[src/sv/lph_ram.sv]
// Generic single-port-write, single-port-read RAM with a registered read.
// Used for the slot store of the hash set; no dependencies.
module lph_ram #(
  parameter int WIDTH = 8,
  parameter int DEPTH = 16
) (
  input  logic                     clk,
  input  logic                     we,
  input  logic [$clog2(DEPTH)-1:0] waddr,
  input  logic [WIDTH-1:0]         wdata,
  input  logic [$clog2(DEPTH)-1:0] raddr,
  output logic [WIDTH-1:0]         rdata
);

  logic [WIDTH-1:0] mem [DEPTH];

  always_ff @(posedge clk) begin
    if (we) begin
      mem[waddr] <= wdata;
    end
    rdata <= mem[raddr];
  end

endmodule

[config.mk]
export PLATFORM = sky130hd
export DESIGN_NAME = lph_ram
export DESIGN_NICKNAME = d
export VERILOG_FILES = /design/src/sv/lph_ram.sv
export SDC_FILE = /design/constraint.sdc
export NUM_CORES = 1
export LEC_CHECK = 0
export BUFFER_PORTS_ARGS = -buffer_cell sky130_fd_sc_hd__buf_2
export CAP_MARGIN = 20
export CORE_UTILIZATION = 35
export CTS_BUF_LIST = sky130_fd_sc_hd__clkbuf_4 sky130_fd_sc_hd__clkbuf_8
export CTS_CLUSTER_DIAMETER = 100
export DETAILED_ROUTE_END_ITERATION = 8
export PLACE_DENSITY = 0.56
export SLEW_MARGIN = 5
export SYNTH_ARGS = -nofsm -noshare
export SYNTH_HDL_FRONTEND = slang
export SYNTH_SLANG_ARGS = --single-unit
[constraint.sdc]
create_clock -name clk -period 1.8 [get_ports clk]
set_input_delay 0.27 -clock clk [delete_from_list [all_inputs] [get_ports clk]]
set_output_delay 0.27 -clock clk [all_outputs]
set_load 0.03 [all_outputs]
==> results.md <==
* Status: completed
* Sequential Area at about 0.004 mm2
* Filler cell count at 1,248
* Pre-CTS setup slack at 79.9 ps
* Share of post-route cells with drive strength above 1 at 31.3%
* Diodes inserted at 0
* Vias in the first global route at 2,573
* Clock Power Share at 39.9%
* GRT Util Overall at 15.7%
* Clk_skew at 4.52 ps
* WL/cell at 22.0 um
* Hold Vio Cnt, Final at 0
* Synthesized flop and latch total at 136
* Rows at 43
* IO buf count at 25
* FF-to-FF path depth at 3
* Drt drc at 0
* Footprint of the multi-input gates at 0.00106 mm2
* Gpl congestion at 0.692
* Worst Hold Path Cells at 1
* Sw Pwr at 1.38 mW
* Starting DRT DRC Count at around 160
* Netlist cell types at 19
* Most frequent cell after synthesis: edfxtp_1
* Top post-synthesis cells by area: edfxtp_1, mux4_2, mux4_1
* Least-Margin Pin Slew at between 800 and 900 ps
* Core area at 0.0141 mm2
* CP Capture Type: flop
* Worst Path Arrival at 1700 ps
* Largest net degree at the start of global routing at 19
* Post-CTS Setup Bufs at 0
* Crit-path max FO at 1
* Max frequency at 719 MHz
* Final WS setup at 410 ps
* Max Slew Vio Count at 0
* DRT antenna net count at 0
* Die width at roughly 120 um
* Synth Net Count at 247
* Ys async rst share at 0%
* Leak at 2.03 nW
* H-Tree Depth at 4
* Pint at 5.17 mW
* CTS Buf Count at 17
* Vias at 2,386
* Hpwl dp at 6420 um
* Rel. slew slack at 40.6%
* RSZ-0062 raised after global routing: no
* Total power per unit cell area at around 1100 mW/mm2
* Final Setup Violations at 0
* Clock Pin Slew Worst Setup and Hold Paths at roughly 70 ps
* VDD IR max at 0.819 mV
* Post-synth top area cell: edfxtp_1
* Worst endpoint required time at 2110 ps
* Pre-Repair DR Iteration Count at 4
* Clk Latency, worst-skew pair at roughly 430 ps
* Fin crit share at between 70 and 80%
* Cell area after synthesis at about 0.0051 mm2
* Starting Density at 36.5%
* Clock Tree Buf Depth at 2
* Worst Setup Path Type: reg -> reg
* Main synth FF type: edfxtp_1
* CP startpoint kind: flop
* Post_cts resized at 0
* Cells after synthesis at 229
* First-pass GRT wire length at 16,100 um
* Nets at just over 300
* Register area share after synthesis at 77.8%
* Synth top area share at 74.7%
* Logic gate share of total power at between 5 and 6%
* Die Ht at 123 um
* IO Pins at 26
* Min Tclk post-route at 1390 ps
* CTS tree: yes
* Clk root buf: clkbuf_8
* Number of enable flip-flop cells after synthesis at 128
* Net Sw Frac at approximately a fifth
* Commonest cells post-synth: edfxtp_1, mux4_2, a22oi_1
* Grt ovf at 0
* Ys Warns at 0
* Hold/Removal Path Class: in -> reg
* Synth-to-layout area growth at 17.3%
* Hold-fix buffers at CTS at 0
* Die area at 0.0152 mm2
* Setup_tns at 0 ps
* Drt total wl at 10,500 um
* Avg Cell Area, Syn at approximately 22 um2
* Via/cell ratio at roughly 5
* Final Core Density at 42.8%
* Clk sinks at ~140
* MaxCap Viol Count at 0
* Initial antenna violation count at 0
* Part of the power in registers at between 50% and 60%
* Fin Hold WS at 218 ps
==> through the flow <==
| stage | power, mW | area (um2) | cells |
|---|---|---|---|
| after floorplan | 3.84 | 5150 | 229 |
| after global placement | 4.01 | 5620 | 445 |
| after detailed placement | 4.02 | 5620 | 445 |
| after CTS | 6.63 | 6040 | 477 |
| after global routing | 6.78 | 6040 | 477 |
| final | 6.55 | 6040 | 477 |
==> registers in the layout, summed over array words and instances (netlist names) <==
register and count:
mem 128, rdata 8
==> layer usage <==
layer	vias to the layer above	track usage (%)	share of wire, %
li1	1084	-	-
met1	1236	21.1	45
met2	62	24.5	50
met3	4	4.61	4.1
met4	0	5.20	0.50
met5	-	0	0
==> critical path: stages (launching register included) <==
cell and delay [ps]:
edfxtp_1 360, mux4_1 510, a22oi_1 280, nand2_1 120
==> cell families (layout without fill, tap and decap cells) <==
family / Yosys count / count (layout) / share of synthesized area [%]
flip-flops: 136 / 136 / 77.8
AND/OR/NAND/NOR: 35 / 35 / 3.18
multiplexers: 32 / 32 / 15.0
AO/OA/AOI/OAI: 16 / 16 / 2.33
buffers and inverters: 10 / 78 / 1.68
==> final timing paths <==
check	start	endpoint	slack [ps]
hold / removal	wdata[0]	mem[5][0]	220
setup / recovery	mem[1][0]	rdata[0]	410
setup reg to reg	mem[1][0]	rdata[0]	410
hold reg to reg	mem[15][5]	rdata[5]	690
==> power by group through the flow <==
stage / Combinational (mW) / Sequential, mW / Clock [mW]
5_1_grt: 0.416 / 3.56 / 2.80
6_report: 0.383 / 3.56 / 2.61
3_3_place_gp: 0.384 / 3.63 / 0
4_1_cts: 0.392 / 3.56 / 2.68
3_5_place_dp: 0.391 / 3.63 / 0
2_1_floorplan: 0.180 / 3.66 / 0
==> final cells by class <==
| class | count | share of cell area, % |
|---|---|---|
| clock inverter | 15 | 3.05 |
| clock buffer | 17 | 3.88 |
| multi-input combinational | 83 | 17.5 |
| timing repair buffer | 46 | 5.51 |
| tap | 180 | 3.73 |
| sequential | 136 | 66.3 |
==> layout by cell type (no fill, tap or decap), drive strengths merged <==
cell / count
a22oi: 16
and2: 1
and2b: 1
buf: 46
bufinv: 4
clkbuf: 17
clkinv: 10
clkinvlp: 1
dfxtp: 8
edfxtp: 128
mux4: 32
nand2: 9
nand2b: 2
nand3: 1
nand3b: 2
nor2: 13
nor2b: 1
nor3: 4
or3b: 1
Power figures use the tool's default switching activity.
