===== src/sv/lph_pkg.sv =====
// Shared types and constants for the linear probing hash set.
// Holds the request and response transaction structs and the opcode codes.
// Depends on nothing; every other file but lph_ram imports it.
package lph_pkg;

  localparam int KEY_FIELD_BITS    = 64;
  localparam int HASH_BITS         = 32;
  localparam int SLOT_BITS         = 8;
  localparam int TABLE_DEPTH_DEF   = 256;
  localparam int KEY_BITS_DEF      = 64;

  localparam logic [1:0] OP_LOOKUP = 2'd0;
  localparam logic [1:0] OP_INSERT = 2'd1;
  localparam logic [1:0] OP_DELETE = 2'd2;
  localparam logic [1:0] OP_CLEAR  = 2'd3;

  typedef struct packed {
    logic [1:0]                opcode;
    logic [KEY_FIELD_BITS-1:0] key_value;
    logic [HASH_BITS-1:0]      key_hash;
  } lph_req_t;

  typedef struct packed {
    logic                 success;
    logic                 table_full;
    logic [SLOT_BITS-1:0] slot_index;
  } lph_rsp_t;

endpackage


===== src/sv/lph_mod.sv =====
// Remainder of the 32-bit hash by a constant table depth, by reciprocal
// multiplication in a pipeline through the num, quo and rem registers; uses lph_pkg.
module lph_mod
  import lph_pkg::*;
#(
  parameter int DIVISOR = TABLE_DEPTH_DEF
) (
  input  logic                       clk,
  input  logic                       rst,
  input  logic                       start,
  input  logic [HASH_BITS-1:0]       dividend,
  output logic                       done,
  output logic [$clog2(DIVISOR)-1:0] remainder
);

  localparam int RW    = $clog2(DIVISOR);
  localparam int SHIFT = HASH_BITS + RW;
  localparam int PW    = 2 * HASH_BITS;
  localparam logic [63:0] RECIP_WIDE =
    ((64'd1 << SHIFT) + 64'(DIVISOR) - 64'd1) / 64'(DIVISOR);
  localparam logic [HASH_BITS:0]   RECIP = RECIP_WIDE[HASH_BITS:0];
  localparam logic [HASH_BITS-1:0] DIV_C = HASH_BITS'(DIVISOR);

  logic [HASH_BITS-1:0] num, quo, rem_full;
  logic [PW:0]          prod;
  logic [RW-1:0]        rem;
  logic                 num_valid, quo_valid;

  // The rounded-up reciprocal makes the truncated quotient exact for every
  // 32-bit hash.
  assign prod = {1'b0, PW'(num) * PW'(RECIP[HASH_BITS-1:0])} +
                (RECIP[HASH_BITS] ? {1'b0, num, {HASH_BITS{1'b0}}} : '0);
  assign rem_full = num - quo * DIV_C;

  always_ff @(posedge clk) begin
    if (rst) begin
      num_valid <= 1'b0;
      quo_valid <= 1'b0;
      done      <= 1'b0;
    end else begin
      num_valid <= start;
      quo_valid <= num_valid;
      done      <= quo_valid;
    end
  end

  always_ff @(posedge clk) begin
    if (start) begin
      num <= dividend;
    end
    quo <= HASH_BITS'(prod >> SHIFT);
    rem <= rem_full[RW-1:0];
  end

  assign remainder = rem;

endmodule


===== config.mk =====
export PLATFORM = sky130hd
export DESIGN_NAME = lph_mod
export DESIGN_NICKNAME = d
export VERILOG_FILES = /design/src/sv/lph_pkg.sv /design/src/sv/lph_mod.sv
export SDC_FILE = /design/constraint.sdc
export NUM_CORES = 1
export LEC_CHECK = 0
export ABC_AREA = 0
export BUFFER_PORTS_ARGS = -buffer_cell sky130_fd_sc_hd__buf_2
export CAP_MARGIN = 10
export CORE_AREA = 5 5 43 45
export DETAILED_ROUTE_END_ITERATION = 16
export DIE_AREA = 0 0 48 50
export HOLD_SLACK_MARGIN = 0.06
export PLACE_DENSITY = 0.71
export SLEW_MARGIN = 10
export SYNTH_ARGS = -nofsm -noshare
export SYNTH_HDL_FRONTEND = slang
export SYNTH_SLANG_ARGS = --single-unit

===== constraint.sdc =====
create_clock -name clk -period 1.5 [get_ports clk]
set_clock_uncertainty 0.15 [all_clocks]
set_input_delay 0.3 -clock clk [delete_from_list [all_inputs] [get_ports clk]]
set_output_delay 0.3 -clock clk [all_outputs]
set_load 0.01 [all_outputs]

==> impl_results.md <==
- Clk pin slew, worst setup/hold paths: 0.09 ns
- Least-Margin Pin Slew: 0.1879 ns
- Ant. Diodes: 0
- Crit path launch type: flip-flop
- Critical path class: reg -> out
- WP data arrival: 0.71 ns
- Largest net degree at the start of global routing: 11
- DRT Pass-1 Iters: 2
- Syn Nets: 57
- Final setup viols: 0
- Layout Nets: 90
- Worst r2r path cells: 1
- Share of cells above drive strength 1: 0.4074
- Commonest non-fill, non-tap cells in the layout: 19 x buf_2, 11 x dfxtp_1, 9 x dlygate4sd3_1, 8 x edfxtp_1
- Via count: 275
- Most common cell after layout, fill and taps aside: buf_2
- Leak: 0.0003059 uW
- Root buffer cell: clkbuf_4
- Die area: 2400 sq um
- R2r endpoint: done
- R2R setup slack: 0.83 ns
- CP Depth: 1
- Avg Synthesized Cell Area: 21.78 sq um
- CP max stage delay: 0.32 ns
- Slew Limit Fails: 0
- Congestion Overflow GR: 0
- Total CTS buffers: 3
- CP max FO: 1
- Die Wd: 48 um
- Setup repair after global routing missed its margin: false
- Worst Setup SP: remainder[1]
- Post-CTS Resized: 0
- Antenna violations before repair: 0
- Crit path cell chain: buf_2
- Gpl congestion: 0.6100
- Max IR drop VDD: 388.8 uV
- Routed wire length: 695 um
- Pwr Total: 878.8 uW
- Crit-path leading delay family: flip-flops
- # H-tree levels: 1
- Final core utilization: 0.4948
- Clock buffer depth: 2
- PD cells: 1237 nW/um^2
- First-pass GRT wire length: 1179 um
- Vias/cell: 3.929
- Synthesized cell area: 479.2 sq um
- IO Count: 44
- Wire per inst: 9.929 um
- CP max stage cell: dfxtp_1
- Initial DRC count: 2
- Synthesized instance count: 22
- TritonCTS Sinks: 19
- Yosys warns: 0
- Row cnt: 14
- Number of global-route vias before repair: 286
- DRC Markers: 0
- Status: finished clean
- Postcts setup bufs: 0
- Clock Latency Late Sink: 0.28 ns
- Port Buffers: 19
- Fmax: 859.2 MHz
- #FFs+latches synth: 19
- R2r startpoint: quo_valid
- Routed Antenna Nets: 0
- Die Span Y: 50 um
- Worst path bufs/invs: 1
- CP endpoint kind: output pin
- Floorplan core area: 1436 sq um
- Global Route Usage Sum: 0.07428
- Post-synthesis sequential area ratio: 0.9608
- Yosys cell types: 3
- Slew margin rel.: 0.8748
- Max Cap Viol: 0
- Initial core utilization: 0.3336
- Setup crit end: remainder[1]
- Area Growth Syn to Fin: 48.30%
- Hold Path Class: reg -> reg
- Post-route minimum period: 1.164 ns
- CTS tree: yes
- Fin crit share: 0.7759
- Worst Path Required: 1.05 ns
- Hold buffers post-CTS: 9
- Final hold violations: 0
- Fin Setup TNS: 0 ns
## metal layers
layer | vias up | share of wire | global-route usage
met5 | - | 0 | 0
met4 | 0 | 0.027 | 0.08072
met3 | 2 | 0.10 | 0.01455
met2 | 14 | 0.48 | 0.1079
met1 | 121 | 0.39 | 0.07955
li1 | 138 | - | -
## through the flow
stage	setup slack, ns	hold slack (ns)	cell area (sq um)	instances
2_1_floorplan	0.7192	0.1733	479.2	22
3_3_place_gp	0.5474	0.1762	594.3	57
3_5_place_dp	0.5347	0.1769	594.3	57
4_1_cts	0.3095	0.1996	710.7	70
5_1_grt	0.2854	0.2086	710.7	70
6_report	0.3361	0.1976	710.7	70
## cell usage after synthesis
master	n	area, sq um
nor2b_1	3	18.77
edfxtp_1	8	240.2
dfxtp_1	11	220.2
## worst min path at each step
| stage | depth (start not counted) | slack [ns] | from | end |
|---|---|---|---|---|
| floorplan | 0 | 0.17 | num[0] | remainder[0] |
| global placement | 0 | 0.18 | num[3] | remainder[3] |
| detailed placement | 0 | 0.18 | num[7] | remainder[7] |
| CTS | 0 | 0.20 | num[7] | remainder[7] |
| global route | 1 | 0.21 | start | num[1] |
| finish | 0 | 0.20 | num[4] | remainder[4] |
## logic make-up (layout without fill, tap and decap cells)
logic type,count (synthesis),after routing,share of synthesized area
AND/OR/NAND/NOR,3,3,0.03917
flip-flops,19,19,0.9608
buffers and inverters,0,32,0
## flip-flops by register name, indices dropped and copies added (netlist names)
signal / cells
num: 8
remainder: 8
done: 1
num_valid: 1
quo_valid: 1
## cell type report
| type | count | area (sq um) |
|---|---|---|
| sequential | 19 | 460.4 |
| timing repair buffer | 28 | 185.2 |
| tap | 16 | 20.02 |
| fill | 128 | 725.7 |
| multi-input combinational | 3 | 18.77 |
| clock buffer | 4 | 26.28 |
## power by group
part           leakage, uW  total (uW)  internal, uW  switching, uW
Clock            0.0000150         231           103            128
Combinational     0.000120        63.3          37.5           25.9
Sequential        0.000170         584           577           6.94
Total             0.000306         879           718            161
Power figures use the tool's default switching activity.
